`src/mtec_pkg.sv`:
```
// shared constants, codes and helpers for the transfer encoding chooser
package mtec_pkg;

    // default sizes of the statistics counters
    localparam int DEF_COUNT_BITS = 32;
    localparam int DEF_LINE_BITS  = 16;

    // configuration port
    localparam int CFG_IDX_BITS  = 3;
    localparam int CFG_DATA_BITS = 16;

    localparam logic [CFG_IDX_BITS-1:0] CFG_COUNT_EN   = 3'd0;
    localparam logic [CFG_IDX_BITS-1:0] CFG_FORBID     = 3'd1;
    localparam logic [CFG_IDX_BITS-1:0] CFG_LF_CRLF    = 3'd2;
    localparam logic [CFG_IDX_BITS-1:0] CFG_LEVEL      = 3'd3;
    localparam logic [CFG_IDX_BITS-1:0] CFG_TEXT       = 3'd4;
    localparam logic [CFG_IDX_BITS-1:0] CFG_LINE_LIMIT = 3'd5;
    localparam logic [CFG_IDX_BITS-1:0] CFG_QP_PCT     = 3'd6;

    // register widths and reset values
    localparam int LIMIT_BITS = 16;
    localparam int PCT_BITS   = 7;
    localparam logic [LIMIT_BITS-1:0] DEF_LINE_LIMIT = 16'd998;
    localparam logic [PCT_BITS-1:0]   DEF_QP_PCT     = 7'd17;
    localparam logic [PCT_BITS-1:0]   PCT_MAX        = 7'd100;

    // allowed output class
    localparam logic [1:0] LEVEL_7BIT   = 2'd0;
    localparam logic [1:0] LEVEL_8BIT   = 2'd1;
    localparam logic [1:0] LEVEL_BINARY = 2'd2;
    localparam logic [1:0] LEVEL_RSVD   = 2'd3;

    // transfer encodings
    localparam int ENC_BITS = 3;
    localparam logic [ENC_BITS-1:0] ENC_7BIT   = 3'd0;
    localparam logic [ENC_BITS-1:0] ENC_8BIT   = 3'd1;
    localparam logic [ENC_BITS-1:0] ENC_BINARY = 3'd2;
    localparam logic [ENC_BITS-1:0] ENC_QP     = 3'd3;
    localparam logic [ENC_BITS-1:0] ENC_BASE64 = 3'd4;

    // characters
    localparam logic [7:0] CHAR_CR  = 8'h0D;
    localparam logic [7:0] CHAR_LF  = 8'h0A;
    localparam logic [7:0] CHAR_NUL = 8'h00;

    // "From " matcher
    localparam int FROM_POS_BITS = 3;
    localparam logic [FROM_POS_BITS-1:0] FROM_LEN = 3'd5;

    // remainder of the byte count modulo one hundred
    localparam int REM_BITS = 7;
    localparam logic [REM_BITS-1:0] REM_LAST = 7'd99;

    // x / 100 for x below 2^14 as (x * RECIP_100) >> RECIP_SHIFT
    localparam int PROD_BITS   = 14;
    localparam int RECIP_BITS  = 13;
    localparam int RECIP_SHIFT = 19;
    localparam logic [RECIP_BITS-1:0] RECIP_100 = 13'd5243;
    localparam int QUO_BITS = 8;

    // output field widths
    localparam int OUT_LEN_BITS   = 16;
    localparam int OUT_TOTAL_BITS = 32;

    function automatic logic [7:0] from_char(input logic [FROM_POS_BITS-1:0] pos);
        logic [7:0] ch;
        case (pos)
            3'd0:    ch = 8'h46; // F
            3'd1:    ch = 8'h72; // r
            3'd2:    ch = 8'h6F; // o
            3'd3:    ch = 8'h6D; // m
            3'd4:    ch = 8'h20; // space
            default: ch = 8'h00;
        endcase
        return ch;
    endfunction

endpackage

```
`src/mime_transfer_encoding_chooser.sv`:
```
// MIME transfer encoding chooser: byte statistics and encoding decision pipeline
//
// Takes one message word per clock while input ready is high (a byte, an end-of-message mark,
// or both) and keeps running statistics: top-bit bytes, NUL bytes, byte total, longest
// line, stray CR/LF and lines that begin with "From ". A word with end_of_message set
// closes the message: its statistics are captured into a three-stage decision pipeline
// (snapshot, products, limit) and the message state is cleared in the same cycle, so the
// next word may open a new message at once. Up to four closed messages can be held in the
// pipeline and output register; input ready drops only when all of them hold results not
// yet taken. The quoted-printable limit uses the byte total kept as quotient and remainder
// by one hundred, so no divider is needed. Counters saturate. Configuration writes are
// taken every cycle and are meant to happen only while the block is idle.
module mime_transfer_encoding_chooser #(
    parameter int COUNT_BITS = mtec_pkg::DEF_COUNT_BITS,
    parameter int LINE_BITS  = mtec_pkg::DEF_LINE_BITS
) (
    input  logic                                i_clk,
    input  logic                                i_rst_n,
    // configuration write channel
    input  logic                                i_cfg_valid,
    output logic                                o_cfg_ready,
    input  logic [mtec_pkg::CFG_IDX_BITS-1:0]   i_cfg_index,
    input  logic [mtec_pkg::CFG_DATA_BITS-1:0]  i_cfg_data,
    // message word channel
    input  logic                                i_valid,
    output logic                                o_ready,
    input  logic [7:0]                          i_data_byte,
    input  logic                                i_has_byte,
    input  logic                                i_end_of_message,
    // result word channel
    output logic                                o_valid,
    input  logic                                i_ready,
    output logic [mtec_pkg::ENC_BITS-1:0]       o_encoding,
    output logic [mtec_pkg::OUT_LEN_BITS-1:0]   o_max_line_len,
    output logic                                o_from_line_seen,
    output logic                                o_line_end_disorder,
    output logic [mtec_pkg::OUT_TOTAL_BITS-1:0] o_byte_total
);
    import mtec_pkg::*;

    localparam int Q_BITS   = COUNT_BITS - 6;
    localparam int QP_BITS  = Q_BITS + PCT_BITS;
    localparam int CMP_BITS = (LINE_BITS > LIMIT_BITS) ? LINE_BITS : LIMIT_BITS;
    localparam int TOT_BITS = (COUNT_BITS > OUT_TOTAL_BITS) ? COUNT_BITS : OUT_TOTAL_BITS;
    localparam int RD_BITS  = PROD_BITS + RECIP_BITS;

    // statistics that travel down the decision pipeline
    typedef struct packed {
        logic [COUNT_BITS-1:0]     hb;
        logic                      nul;
        logic                      from;
        logic                      dis;
        logic [OUT_TOTAL_BITS-1:0] total;
    } t_info;

    // configuration registers
    logic                  r_count_en, r_forbid, r_lf_crlf, r_text;
    logic [1:0]            r_level;
    logic [LIMIT_BITS-1:0] r_line_limit;
    logic [PCT_BITS-1:0]   r_pct;

    // message state
    logic [COUNT_BITS-1:0]    r_total, n_total;
    logic [Q_BITS-1:0]        r_quo, n_quo;
    logic [REM_BITS-1:0]      r_rem, n_rem;
    logic [COUNT_BITS-1:0]    r_hb, n_hb;
    logic                     r_nul, n_nul;
    logic                     r_dis, n_dis;
    logic                     r_from, n_from;
    logic [FROM_POS_BITS-1:0] r_pos, n_pos;
    logic                     r_act, n_act;
    logic [LINE_BITS-1:0]     r_len, n_len;
    logic [LINE_BITS-1:0]     r_longest, n_longest;
    logic                     r_prev_cr, n_prev_cr;
    logic [LINE_BITS-1:0]     fin_longest;
    logic [TOT_BITS-1:0]      total_ext;
    logic                     line_end;

    // pipeline
    logic                  r_s1_valid, r_s2_valid, r_s3_valid, r_out_valid;
    t_info                 r_s1_info, r_s2_info, r_s3_info;
    logic [Q_BITS-1:0]     r_s1_quo;
    logic [REM_BITS-1:0]   r_s1_rem;
    logic [LINE_BITS-1:0]  r_s1_longest;
    logic [CMP_BITS-1:0]   s1_longest_ext;
    logic [CMP_BITS-1:0]   s1_limit_ext;
    logic [QP_BITS-1:0]    s1_qp;
    logic [COUNT_BITS-1:0] r_s2_qp;
    logic [PROD_BITS-1:0]  r_s2_rp;
    logic [OUT_LEN_BITS-1:0] r_s2_len, r_s3_len;
    logic                  r_s2_long, r_s3_long;
    logic [RD_BITS-1:0]    s2_rd;
    logic [QUO_BITS-1:0]   s2_rdiv;
    logic [COUNT_BITS-1:0] r_s3_limit;
    logic [ENC_BITS-1:0]   s3_best, s3_enc;
    logic                  s3_qp_ok;

    // output register
    logic [ENC_BITS-1:0]       r_out_enc;
    logic [OUT_LEN_BITS-1:0]   r_out_len;
    logic                      r_out_from, r_out_dis;
    logic [OUT_TOTAL_BITS-1:0] r_out_total;

    logic in_acc, s1_rdy, s2_rdy, s3_rdy;

    // stage handshakes, each stage moves when its successor has room
    assign s3_rdy  = !r_out_valid || i_ready;
    assign s2_rdy  = !r_s3_valid || s3_rdy;
    assign s1_rdy  = !r_s2_valid || s2_rdy;
    assign o_ready = !r_s1_valid || s1_rdy;
    assign in_acc  = i_valid && o_ready;

    assign o_cfg_ready = 1'b1;

    // configuration writes, level and percent clamped on the way in
    always_ff @(posedge i_clk) begin
        if (!i_rst_n) begin
            r_count_en   <= 1'b1;
            r_forbid     <= 1'b0;
            r_lf_crlf    <= 1'b0;
            r_level      <= LEVEL_7BIT;
            r_text       <= 1'b1;
            r_line_limit <= DEF_LINE_LIMIT;
            r_pct        <= DEF_QP_PCT;
        end else if (i_cfg_valid) begin
            case (i_cfg_index)
                CFG_COUNT_EN:   r_count_en <= i_cfg_data[0];
                CFG_FORBID:     r_forbid   <= i_cfg_data[0];
                CFG_LF_CRLF:    r_lf_crlf  <= i_cfg_data[0];
                CFG_LEVEL:      r_level    <= (i_cfg_data[1:0] == LEVEL_RSVD) ?
                                              LEVEL_BINARY : i_cfg_data[1:0];
                CFG_TEXT:       r_text     <= i_cfg_data[0];
                CFG_LINE_LIMIT: r_line_limit <= i_cfg_data[LIMIT_BITS-1:0];
                CFG_QP_PCT:     r_pct      <= (i_cfg_data[PCT_BITS-1:0] > PCT_MAX) ?
                                              PCT_MAX : i_cfg_data[PCT_BITS-1:0];
                default: ;
            endcase
        end
    end

    // per-byte update of the message statistics
    always_comb begin
        n_total   = r_total;
        n_quo     = r_quo;
        n_rem     = r_rem;
        n_hb      = r_hb;
        n_nul     = r_nul;
        n_dis     = r_dis;
        n_from    = r_from;
        n_pos     = r_pos;
        n_act     = r_act;
        n_len     = r_len;
        n_longest = r_longest;
        n_prev_cr = r_prev_cr;
        line_end  = 1'b0;
        if (in_acc && i_has_byte) begin
            // total kept also as quotient and remainder by one hundred
            if (r_total != {COUNT_BITS{1'b1}}) begin
                n_total = r_total + 1'b1;
                if (r_rem == REM_LAST) begin
                    n_rem = '0;
                    n_quo = r_quo + 1'b1;
                end else begin
                    n_rem = r_rem + 1'b1;
                end
            end
            if (r_count_en) begin
                if (i_data_byte[7] && r_hb != {COUNT_BITS{1'b1}}) begin
                    n_hb = r_hb + 1'b1;
                end
                if (i_data_byte == CHAR_NUL) begin
                    n_nul = 1'b1;
                end
                if (i_data_byte == CHAR_CR && r_lf_crlf) begin
                    n_dis = 1'b1;
                end
                // "From " match at line start
                if (r_act) begin
                    if (r_forbid && !r_from && r_pos < FROM_LEN &&
                        i_data_byte == from_char(r_pos)) begin
                        n_pos = r_pos + 1'b1;
                        if (n_pos == FROM_LEN) begin
                            n_from = 1'b1;
                            n_act  = 1'b0;
                            n_pos  = '0;
                        end
                    end else begin
                        n_act = 1'b0;
                        n_pos = '0;
                    end
                end
                // line length and line ends
                if (i_data_byte == CHAR_LF) begin
                    if (r_prev_cr || r_lf_crlf) begin
                        line_end = 1'b1;
                    end else begin
                        n_dis = 1'b1;
                    end
                end else if (r_len != {LINE_BITS{1'b1}}) begin
                    n_len = r_len + 1'b1;
                end
                if (line_end) begin
                    if (r_len > r_longest) begin
                        n_longest = r_len;
                    end
                    n_len = '0;
                    n_act = 1'b1;
                    n_pos = '0;
                end
                n_prev_cr = (i_data_byte == CHAR_CR);
            end
        end
    end

    // the open line counts at end of message
    assign fin_longest = (n_len > n_longest) ? n_len : n_longest;
    assign total_ext   = TOT_BITS'(n_total);

    // message state, cleared when a message closes
    always_ff @(posedge i_clk) begin
        if (!i_rst_n || (in_acc && i_end_of_message)) begin
            r_total   <= '0;
            r_quo     <= '0;
            r_rem     <= '0;
            r_hb      <= '0;
            r_nul     <= 1'b0;
            r_dis     <= 1'b0;
            r_from    <= 1'b0;
            r_pos     <= '0;
            r_act     <= 1'b1;
            r_len     <= '0;
            r_longest <= '0;
            r_prev_cr <= 1'b0;
        end else begin
            r_total   <= n_total;
            r_quo     <= n_quo;
            r_rem     <= n_rem;
            r_hb      <= n_hb;
            r_nul     <= n_nul;
            r_dis     <= n_dis;
            r_from    <= n_from;
            r_pos     <= n_pos;
            r_act     <= n_act;
            r_len     <= n_len;
            r_longest <= n_longest;
            r_prev_cr <= n_prev_cr;
        end
    end

    // pipeline valid bits
    always_ff @(posedge i_clk) begin
        if (!i_rst_n) begin
            r_s1_valid  <= 1'b0;
            r_s2_valid  <= 1'b0;
            r_s3_valid  <= 1'b0;
            r_out_valid <= 1'b0;
        end else begin
            if (o_ready) begin
                r_s1_valid <= in_acc && i_end_of_message;
            end
            if (s1_rdy) begin
                r_s2_valid <= r_s1_valid;
            end
            if (s2_rdy) begin
                r_s3_valid <= r_s2_valid;
            end
            if (s3_rdy) begin
                r_out_valid <= r_s3_valid;
            end
        end
    end

    // stage 1: snapshot of the closed message
    always_ff @(posedge i_clk) begin
        if (in_acc && i_end_of_message) begin
            r_s1_info.hb    <= n_hb;
            r_s1_info.nul   <= n_nul;
            r_s1_info.from  <= n_from;
            r_s1_info.dis   <= n_dis;
            r_s1_info.total <= (total_ext > TOT_BITS'({OUT_TOTAL_BITS{1'b1}})) ?
                               {OUT_TOTAL_BITS{1'b1}} : total_ext[OUT_TOTAL_BITS-1:0];
            r_s1_quo        <= n_quo;
            r_s1_rem        <= n_rem;
            r_s1_longest    <= fin_longest;
        end
    end

    // stage 2: percent products, long line check, saturated line length
    assign s1_longest_ext = CMP_BITS'(r_s1_longest);
    assign s1_limit_ext   = CMP_BITS'(r_line_limit);
    assign s1_qp          = QP_BITS'(r_s1_quo) * QP_BITS'(r_pct);

    always_ff @(posedge i_clk) begin
        if (r_s1_valid && s1_rdy) begin
            r_s2_info <= r_s1_info;
            r_s2_qp   <= s1_qp[COUNT_BITS-1:0];
            r_s2_rp   <= PROD_BITS'(r_s1_rem) * PROD_BITS'(r_pct);
            r_s2_long <= s1_longest_ext >= s1_limit_ext;
            r_s2_len  <= (s1_longest_ext > CMP_BITS'({OUT_LEN_BITS{1'b1}})) ?
                         {OUT_LEN_BITS{1'b1}} : s1_longest_ext[OUT_LEN_BITS-1:0];
        end
    end

    // stage 3: quoted-printable limit, remainder part divided by one hundred
    assign s2_rd   = RD_BITS'(r_s2_rp) * RD_BITS'(RECIP_100);
    assign s2_rdiv = s2_rd[RECIP_SHIFT +: QUO_BITS];

    always_ff @(posedge i_clk) begin
        if (r_s2_valid && s2_rdy) begin
            r_s3_info  <= r_s2_info;
            r_s3_limit <= r_s2_qp + COUNT_BITS'(s2_rdiv);
            r_s3_long  <= r_s2_long;
            r_s3_len   <= r_s2_len;
        end
    end

    // decision
    assign s3_qp_ok = r_text && !r_s3_info.nul && (r_s3_info.hb < r_s3_limit);

    always_comb begin
        if (r_level == LEVEL_BINARY) begin
            s3_best = ENC_BINARY;
        end else if (s3_qp_ok) begin
            s3_best = ENC_QP;
        end else begin
            s3_best = ENC_BASE64;
        end
        if (r_forbid && r_s3_info.from) begin
            s3_enc = ENC_BASE64;
        end else if (r_s3_info.dis || r_s3_long) begin
            s3_enc = s3_best;
        end else if (r_s3_info.hb == '0 && !r_s3_info.nul) begin
            s3_enc = ENC_7BIT;
        end else if (r_level == LEVEL_7BIT || r_s3_info.nul) begin
            s3_enc = s3_best;
        end else begin
            s3_enc = ENC_8BIT;
        end
    end

    // output register
    always_ff @(posedge i_clk) begin
        if (r_s3_valid && s3_rdy) begin
            r_out_enc   <= s3_enc;
            r_out_len   <= r_s3_len;
            r_out_from  <= r_s3_info.from;
            r_out_dis   <= r_s3_info.dis;
            r_out_total <= r_s3_info.total;
        end
    end

    assign o_valid             = r_out_valid;
    assign o_encoding          = r_out_enc;
    assign o_max_line_len      = r_out_len;
    assign o_from_line_seen    = r_out_from;
    assign o_line_end_disorder = r_out_dis;
    assign o_byte_total        = r_out_total;

endmodule

```
`config.mk`:
```
export PLATFORM = sky130hd
export DESIGN_NAME = mime_transfer_encoding_chooser
export DESIGN_NICKNAME = d
export VERILOG_FILES = /design/src/mtec_pkg.sv /design/src/mime_transfer_encoding_chooser.sv
export SDC_FILE = /design/constraint.sdc
export NUM_CORES = 1
export LEC_CHECK = 0
export BUFFER_PORTS_ARGS = -buffer_cell sky130_fd_sc_hd__buf_2
export CORE_MARGIN = 1
export CORE_UTILIZATION = 50
export CTS_CLUSTER_SIZE = 14
export DETAILED_ROUTE_END_ITERATION = 12
export GPL_ROUTABILITY_DRIVEN = 0
export GPL_TIMING_DRIVEN = 0
export MAX_ROUTING_LAYER = met4
export PLACE_DENSITY = 0.76
export SETUP_SLACK_MARGIN = 0.2
export SYNTH_ARGS = -nofsm -noshare
export SYNTH_HDL_FRONTEND = slang
export SYNTH_SLANG_ARGS = --single-unit
```
`constraint.sdc`:
```
create_clock -name i_clk -period 14.55 [get_ports i_clk]
set_input_delay 0.7275 -clock i_clk [delete_from_list [all_inputs] [get_ports i_clk]]
set_output_delay 0.7275 -clock i_clk [all_outputs]
set_load 0.01 [all_outputs]
```
==> reports/qor.yml, run 1 <==
tightest_slew_ps: 1050
p_leak_nw: 15.9
ys_warn_count: 0
final_common_cell: "edfxtp_1"
worstHoldPathType: "in -> reg"
cts_made_buffers: 58
fillCellCount: 5364
area_delta_synth_final_pct: 11.3
ctsRootBufferMaster: "clkbuf_16"
die_w_um: 262
path_cells: "ha_1 > fa_1 > fa_1 > inv_1 > fa_1 > fa_1 > inv_1 > ha_1 > a22o_1 > or4_1 > a21oi_1 > o31ai_1 > a41o_1 > or4_1 > a31oi_1 > xnor2_1 > ha_1 > a21oi_1 > a21oi_1 > and3_1 > clkbuf_1 > nand4_1 > xnor2_1"
vias_per_cell: 5.37
cap_violations: 0
start_util: 0.510
routed_wl_mm: 69.2
cts_max_level: 2
clk_latency_ps: 640
ios: 90
cts.sinks: 585
fin_crit_ps: 7290
post_synth_num_cell_types: 79
worstPathRequired_ps: 14940
power_density_nw_per_um2: 118
power_mw: 4.45
ir_worst_vdd_v: 0.000108
syn_inst: 2939
cp.buffers_inverters: 3
cp.depth: 23
final_nets: 3612
cp-startpoint: "r_s2_rp[10]"
rr_startpoint: "r_s2_rp[10]"
max_slew_margin: 0.293
design_area_um2: 37600
hpwl_mm: 52.8
drive_gt1_frac: 0.0782
die_h_um: 262
grt_first_pass_wirelength_mm: 112
reg2reg_to: "r_s3_limit[30]"
synth_nets: 3453
synth_area_um2: 33800
crit_top_cell: "fa_1"
rows: 94
cp-start-kind: "flip-flop"
ant_nets: 0
synth_area_per_cell_um2: 11.5
hold_buffers: 0
synth_edf_count: 415
clk_pin_slew_ps: 60
post-cts-setup-buffers: 0
r2r_cells: 23
cts-resized-gates: 0
globalRouteOverflowTotal: 0
place_area_um2: 35700
coreArea_um2: 66300
first_global_vias: 21500
grt_max_degree: 65
crit_family: "adder cells"
dpl.cell_count: 3902
report.final.slew_viol_count: 0
grt_usage: 0.213
fin_hold_ws_ps: 336
layout_common_cells: "edfxtp_1 (415), inv_1 (365), nand2_1 (321)"
numPortBuffers: 87
cts_buffer_depth: 3
hold_viol_final: 0
final-setup-viol-count: 0
ff2ff_setup_slack_ps: 7260
tns_ps: 0
setup.worst_path.end_class: "flip-flop"
first_iter_violations: 1560
status: "complete, no violations"
cp-endpoint: "r_s3_limit[30]"
dieArea_um2: 68700
synth-seq-cells: 585
antenna_found_initial: 2
cts_tree: "built"
rsz0062_at_grt: "false"
drt_pass1_iterations: 5
fin_cells: 4013
slowest_delay_ps: 590
crit_path_max_fanout: 8
max_freq_mhz: 137
wl_per_cell_um: 17.3
synth_ff_type: "edfxtp_1"
finalClockSkew_ps: 50.5
vias: 21600
async_reset_ff_frac: 0
worstSetupPathType: "reg -> reg"
yosysSeqAreaShare: 0.469
drc: 0
cp.arrival_ps: 7680
period_share: 0.501
crit_slowest_cell: "edfxtp_1"
worst min-delay path, cell delays in order:
cell	delay, ps
buf_2	80
nand2_1	40
o211ai_1	70
state kept, by name (all words and copies together) (netlist names), 7 cells and up:
signal          flops
o_byte_total       32
o_max_line_len     16
r_hb               32
r_len              16
r_line_limit       16
r_longest          16
r_pct               7
r_quo              26
r_rem               7
r_s1_info          67
r_s1_longest       16
r_s1_quo           26
r_s1_rem            7
r_s2_info          67
r_s2_len           16
r_s2_qp            32
r_s2_rp            14
r_s3_info          67
r_s3_len           16
r_s3_limit         32
r_total            32
cells by family after synthesis:
group                      after synthesis  synth area share
other                                    1          0.000111
and+or+nand+nor                        950             0.144
buffers and inverters                  429            0.0482
AOI/OAI and AO/OA                      280            0.0547
xor gates and xnor gates               175            0.0453
DFF                                    585             0.469
muxes                                   39            0.0153
adders and majority gates              480             0.223
metal layers:
metal | track usage | share of wire | vias to the layer above
met5 | - | 0 | -
met4 | 0.0735 | 0.032 | 0
met3 | 0.0318 | 0.057 | 122
met2 | 0.337 | 0.47 | 599
met1 | 0.282 | 0.44 | 10500
li1 | - | - | 10300
synth_stat cells, types with 12 or more instances:
master,number,area share
nor2_1,129,0.014
or2_2,15,0.0028
inv_1,366,0.041
and2_1,177,0.033
nor4_1,16,0.0030
nand4_1,51,0.0094
xnor2_1,109,0.028
nor3_1,39,0.0058
edfxtp_1,415,0.37
clkbuf_1,59,0.0065
xor2_1,66,0.017
a31oi_1,13,0.0024
ha_1,274,0.10
dfxtp_1,170,0.10
nand3_1,67,0.0099
nor2b_1,26,0.0048
and3_1,31,0.0057
o21ai_0,47,0.0070
a21oi_1,81,0.012
nand2_1,321,0.036
a21boi_0,19,0.0042
o21a_1,12,0.0027
or3_1,13,0.0024
a21o_1,40,0.0089
mux2i_1,21,0.0062
fa_1,206,0.12
and4_1,16,0.0041
cell type report:
cell class                 instances  area (um^2)  area share
antenna                            2         5.00    0.000133
buffer                            63          256     0.00681
clock buffer                      73         1520      0.0403
clock inverter                    36          464      0.0123
inverter                         366         1380      0.0366
multi-input combinational       1925        16300       0.434
sequential                       585        15900       0.421
tap                              864         1080      0.0287
timing repair buffer              99          736      0.0195
where the power goes:
group	total (mW)	leakage [nW]	switching, mW	internal (mW)
logic	1.00	9.79	0.563	0.437
registers	1.91	5.12	0.0364	1.87
clock network	1.54	0.964	0.635	0.904
worst min path at each step:
stage	startpoint	end	slack, ps	cells past startpoint
after global routing	i_cfg_data[7]	r_line_limit[7]	330	3
final	i_cfg_data[7]	r_line_limit[7]	340	3
after CTS	i_cfg_data[7]	r_line_limit[7]	300	3
after floorplan	r_s3_info[0]	o_byte_total[0]	400	0
after detailed placement	r_s3_info[11]	o_byte_total[11]	400	0
after global placement	r_s1_info[59]	r_s2_info[59]	400	0
per-stage QoR:
step	util	worst slack [ps]
2_1_floorplan	-	4590
3_3_place_gp	0.533	84.6
3_5_place_dp	0.538	7220
4_1_cts	0.567	7250
5_1_grt	0.568	6890
6_report	0.568	7260
(Power assumes the default switching activity.)
==> run 2: changes to the inputs <==
==> constraint.sdc (replaced) <==
create_clock -name i_clk -period 6.8 [get_ports i_clk]
set_input_delay 0.34 -clock i_clk [delete_from_list [all_inputs] [get_ports i_clk]]
set_output_delay 0.34 -clock i_clk [all_outputs]
set_load 0.01 [all_outputs]
==> reports/qor.yml, run 2 (synthesis results as in run 1) <==
status: "complete, no violations"
crit_family: "adder cells"
first_iter_violations: 1492  # -4.4%
fillCellCount: 5304  # -1.1%
cts_max_level: 2  # unchanged
rows: 94  # unchanged
start_util: 0.510  # unchanged
fin_hold_ws_ps: 33.7  # -302 ps
grt_first_pass_wirelength_mm: 113  # +1.0%
rr_startpoint: "r_s2_rp[11]"
multi_input_comb_area_um2: 16600  # +1.8%
tightest_slew_ps: 949  # -102 ps
cts_made_buffers: 57  # -1.7%
layout_common_cells: "edfxtp_1 (415), inv_1 (361), nand2_1 (317)"
utilization: 0.579  # +0.0116
tns_ps: 0  # unchanged
final_nets: 3655  # +1.2%
power_mw: 10.0  # +130%
cp.buffers_inverters: 5  # +2
report.final.slew_viol_count: 0  # unchanged
final-setup-viol-count: 0  # unchanged
finalClockSkew_ps: 26.7  # -23.9 ps
cap_violations: 0  # unchanged
ios: 90  # unchanged
drive_gt1_frac: 0.103  # +0.0253
ff2ff_setup_slack_ps: 270  # -6990 ps
globalRouteOverflowTotal: 0  # unchanged
slowest_delay_ps: 580  # about the same
drc: 0  # unchanged
die_h_um: 262  # unchanged
cp-start-kind: "flip-flop"
cts.sinks: 585  # unchanged
ir_worst_vdd_v: 0.000248  # +130%
design_area_um2: 38400  # +2.0%
place_area_um2: 35600  # -0.11%
grt_usage: 0.216  # +0.00245
area_delta_synth_final_pct: 13.6
clk_pin_slew_ps: 60  # about the same
vias: 21800  # +0.94%
fin_crit_ps: 6530  # -758 ps
antenna_found_initial: 6  # +4
first_global_vias: 21700  # +1.2%
ctsRootBufferMaster: "clkbuf_16"
period_share: 0.961  # +0.460
grt_max_degree: 65  # unchanged
hold_depth: 3  # unchanged
hold_viol_final: 0  # unchanged
p_leak_nw: 16.2  # +2.1%
power_density_nw_per_um2: 261  # +120%
dieArea_um2: 68700  # unchanged
path_cells: "buf_4 > fa_1 > ha_1 > inv_1 > fa_1 > fa_1 > fa_1 > inv_1 > ha_1 > and4_4 > buf_4 > a21oi_4 > o31ai_4 > a41o_1 > or4_4 > a31oi_4 > xnor2_2 > ha_4 > a21oi_2 > a21oi_2 > and3_4 > buf_6 > nand4_1 > xnor2_1"
worst_slack_ps: 265  # -6990 ps
final_common_cell: "edfxtp_1"
die_w_um: 262  # unchanged
numPortBuffers: 87  # unchanged
min_from: "i_cfg_data[2]"
ant_nets: 0  # unchanged
wl_per_cell_um: 17.4  # +0.85%
crit_path_max_fanout: 8  # unchanged
cts_tree: "built"
cp.arrival_ps: 6910  # -770 ps
max_freq_mhz: 153  # +12%
r2r_cells: 24  # +4.3%
hpwl_mm: 52.0  # -1.4%
crit_slowest_cell: "fa_1"
setup.worst_path.end_class: "flip-flop"
max_slew_margin: 0.362  # +0.0687
worstPathRequired_ps: 7170  # -7770 ps
reg2reg_to: "r_s3_limit[30]"
worstHoldPathType: "in -> reg"
fin_cells: 4060  # +1.2%
clk_latency_ps: 630  # about the same
dpl.cell_count: 3901  # -0.026%
dp_slack_ps: -553  # -7770 ps
holdPathEnd: "r_line_limit[2]"
final-seq-area_um2: 15900  # unchanged
routed_wl_mm: 70.7  # +2.0%
worstSetupPathType: "reg -> reg"
vias_per_cell: 5.36  # -0.23%
drt_pass1_iterations: 5  # unchanged
coreArea_um2: 66300  # unchanged
cts_buffer_depth: 3  # unchanged
crit_top_cell: "fa_1"
reg_top3: "r_s1_info (67), r_s2_info (67), r_s3_info (67)"
rsz0062_at_grt: "true"
==> run 2: cell count changes in the layout (fill, tap and decap cells not counted), sizes merged <==
cell         delta
diode           +4
clkinv          -7
clkinvlp        -3
clkbuf          +7
dlygate4sd3    +11
buf            +34
inv             +1
==> run 2: worst max-delay path by stage <==
stage / startpoint / to / cells past startpoint
floorplan: r_s2_rp[8] / r_s3_limit[22] / 23
global placement: r_s2_rp[10] / r_s3_limit[30] / 23
detailed placement: r_s2_rp[10] / r_s3_limit[30] / 23
CTS: r_s2_rp[10] / r_s3_limit[17] / 26
global route: r_s2_rp[5] / r_s3_limit[30] / 28
finish: r_s2_rp[11] / r_s3_limit[30] / 24
==> run 2: tightest hold or removal path: stages <==
cell and delay [ps]:
buf_2 130, nand2_1 60, o211ai_1 80
==> run 2: final cells by class <==
class                           instances  share of cell area
Multi-Input combinational cell       1925               0.433
Inverter                              366              0.0359
Sequential cell                       585               0.413
Tap cell                              864              0.0281
Buffer                                 63             0.00700
Timing Repair Buffer                  143              0.0279
Antenna cell                            6            0.000391
Clock inverter                         27              0.0105
Clock buffer                           81              0.0441
==> run 2: power breakdown <==
part,internal [mW],total (mW),switching [mW],leakage [nW]
Sequential,4.00,4.08,0.0740,5.12
Combinational,1.14,2.53,1.38,10.1
Clock,2.09,3.44,1.36,1.03
Total,7.23,10.0,2.81,16.2
==> run 2: timing repair <==
| action | 4_1_cts | 5_1_grt |
|---|---|---|
| gates resized for setup | 27 | 50 |
| gates cloned | 0 | 0 |
| endpoints found under the setup margin | 25 | 27 |
| hold buffers | 11 | 0 |
| hold endpoints to repair | 11 | 0 |
| setup buffers | 15 | 19 |
| pin swaps | 9 | 28 |
==> run 2: routing by layer <==
layer  routed length (um)  track usage  vias to the layer above
li1                     -            -                    10500
met1                30600        0.280                    10600
met2                33600        0.342                      605
met3                 4050       0.0378                      137
met4                 2400       0.0747                        0
met5                    0            -                        -
==> run 3: changes to the inputs <==
--- a/config.mk
+++ b/config.mk
@@ -6,14 +6,16 @@
 export NUM_CORES = 1
 export LEC_CHECK = 0
 export BUFFER_PORTS_ARGS = -buffer_cell sky130_fd_sc_hd__buf_2
+export CELL_PAD_IN_SITES_DETAIL_PLACEMENT = 2
+export CELL_PAD_IN_SITES_GLOBAL_PLACEMENT = 2
 export CORE_MARGIN = 1
-export CORE_UTILIZATION = 50
+export CORE_UTILIZATION = 44
 export CTS_CLUSTER_SIZE = 14
 export DETAILED_ROUTE_END_ITERATION = 12
 export GPL_ROUTABILITY_DRIVEN = 0
 export GPL_TIMING_DRIVEN = 0
 export MAX_ROUTING_LAYER = met4
-export PLACE_DENSITY = 0.76
+export PLACE_DENSITY = 0.91
 export SETUP_SLACK_MARGIN = 0.2
 export SYNTH_ARGS = -nofsm -noshare
 export SYNTH_HDL_FRONTEND = slang
==> reports/qor.yml, run 3 (synthesis results as in run 1) <==
status: "complete, but fails checks"
violations: "hold timing, capacitance limit, slew limit, setup timing"
coreArea_um2: 75900  # +14%
final-setup-viol-count: 35  # +35
ios: 90  # unchanged
die_h_um: 279  # +6.6%
rows: 101  # +7.4%
clk_pin_slew_ps: 80  # +20 ps
final_nets: 3695  # +1.1%
hold_viol_final: 2  # +2
design_area_um2: 39800  # +3.5%
routed_wl_mm: 194  # +170%
worstPathRequired_ps: 7210  # +40 ps
hpwl_mm: 94.8  # +82%
grt_max_degree: 70  # +7.7%
clkPwrFrac: 0.328  # -0.015
fin_hold_ws_ps: -29.4  # -63.1 ps
globalRouteOverflowTotal: 0  # unchanged
p_int_mw: 7.56  # +4.6%
utilization: 0.524  # -0.0555
start_util: 0.445  # -0.0645
final_common_cell: "edfxtp_1"
numPortBuffers: 87  # unchanged
area_delta_synth_final_pct: 17.6
power_frac_comb: 0.331  # +0.079
ctsRootBufferMaster: "clkbuf_16"
power_switching_share: 0.377  # +0.0973
layout_common_cells: "edfxtp_1 (415), inv_1 (359), nand2_1 (308)"
cts_tree: "built"
switchingPower_mw: 4.59  # +63%
wl_per_cell_um: 45.1  # +160%
worstSetupPathType: "reg -> reg"
cp-start-kind: "flip-flop"
grt_first_pass_wirelength_mm: 244  # +120%
cts_buffer_depth: 3  # unchanged
cts_made_buffers: 67  # +18%
report.final.slew_viol_count: 17  # +17
cp.arrival_ps: 8260  # +1350 ps
worstHoldPathType: "in -> reg"
fillCellCount: 7251  # +37%
drc: 0  # unchanged
vias: 29900  # +37%
drt_pass1_iterations: 6  # +1
rsz0062_at_grt: "true"
finalClockSkew_ps: 51.8  # +25.2 ps
setup.worst_path.end_class: "flip-flop"
ant_nets: 0  # unchanged
reg_top3: "r_s1_info (67), r_s2_info (67), r_s3_info (67)"
vias_per_cell: 6.96  # +30%
max_slew_margin: -0.184  # -0.546
power_mw: 12.1  # +21%
cap_violations: 2  # +2
drive_gt1_frac: 0.145  # +0.0413
fin_crit_ps: 7850  # +1320 ps
cts.sinks: 585  # unchanged
worst_slack_ps: -1050  # -1320 ps
place_area_um2: 35900  # +0.68%
crit_path_max_fanout: 7  # -1
antenna_found_initial: 20  # +14
cts_max_level: 3  # +1
p_seq_frac: 0.341  # -0.065
tightest_slew_ps: 1780  # +827 ps
max_freq_mhz: 127  # -17%
p_leak_nw: 16.7  # +2.8%
ff2ff_setup_slack_ps: -1050  # -1320 ps
first_global_vias: 31900  # +47%
dieArea_um2: 78000  # +14%
power_density_nw_per_um2: 305  # +17%
grt_usage: 0.457  # +0.241
first_iter_violations: 3916  # +160%
period_share: 1.16  # +0.194
clk_latency_ps: 710  # +80 ps
die_w_um: 279  # +6.6%
ir_worst_vdd_v: 0.000203  # -18%
## run 3: cell count changes in the layout (fill, tap and decap cells not counted), moves of 11 or more
cell     delta
buf_6      +11
diode_2    +29
ha_1       -12
xnor2_1    -11
buf_4      +20
## run 3: final cells by class
type                            count  area, um^2  area share
Inverter                          366        1380      0.0347
Clock buffer                       96        1880      0.0472
Clock inverter                     26         299     0.00752
Timing Repair Buffer              173        1370      0.0345
Tap cell                         1030        1290      0.0324
Antenna cell                       35        87.6     0.00220
Multi-Input combinational cell   1925       17300       0.435
Sequential cell                   585       15900       0.399
Buffer                             63         312     0.00783
## run 3: per-stage QoR
stage | setup TNS, ps | worst slack (ps) | instances
floorplan | 0 | 272 | 2939
global placement | -5310 | -449 | 4056
detailed placement | -21660 | -1160 | 4068
CTS | -1410 | -129 | 4248
global route | -16840 | -1050 | 4297
finish | -17260 | -1050 | 4299
## run 3: power groups by stage
stage | registers, mW | clock network (mW) | logic (mW)
after floorplan | 4.13 | 0 | 1.65
after global placement | 4.17 | 0 | 2.15
after detailed placement | 4.18 | 0 | 2.53
after CTS | 4.11 | 3.79 | 3.12
after global routing | 4.14 | 4.05 | 4.08
final | 4.14 | 3.99 | 4.02
## run 3: final timing paths
check / cells after the start / from / end
setup reg to reg: 27 / r_s2_rp[10] / r_s3_limit[21]
setup / recovery: 27 / r_s2_rp[10] / r_s3_limit[21]
hold / removal: 3 / i_cfg_data[14] / r_line_limit[14]
hold reg to reg: 0 / r_s3_info[2] / o_byte_total[2]
## run 3: layer usage
metal,part of all wire,track usage
met2,0.44,0.726
met3,0.11,0.120
met1,0.32,0.467
met5,0,-
met4,0.13,0.403
## run 3: critical path: stages (launching register included)
cell	delay [ps]
edfxtp_1	510
buf_6	190
fa_1	630
ha_1	380
inv_1	80
fa_2	540
inv_1	80
fa_1	580
inv_1	70
fa_1	530
inv_1	80
ha_4	260
a21oi_2	160
o21ai_2	90
a21oi_4	150
o31ai_4	90
buf_6	150
a41o_4	230
or4_4	480
a31oi_4	250
xnor2_4	110
ha_4	340
buf_12	120
buf_4	100
a41o_4	260
nand2_4	170
nor2_1	250
xor2_1	620
## run 3: what timing repair did
item / CTS / global route
hold buffers: 7 / 0
hold endpoints to repair: 7 / 0
pin swaps: 32 / 35
endpoints found under the setup margin: 39 / 40
gates resized for setup: 122 / 125
setup buffers: 51 / 16
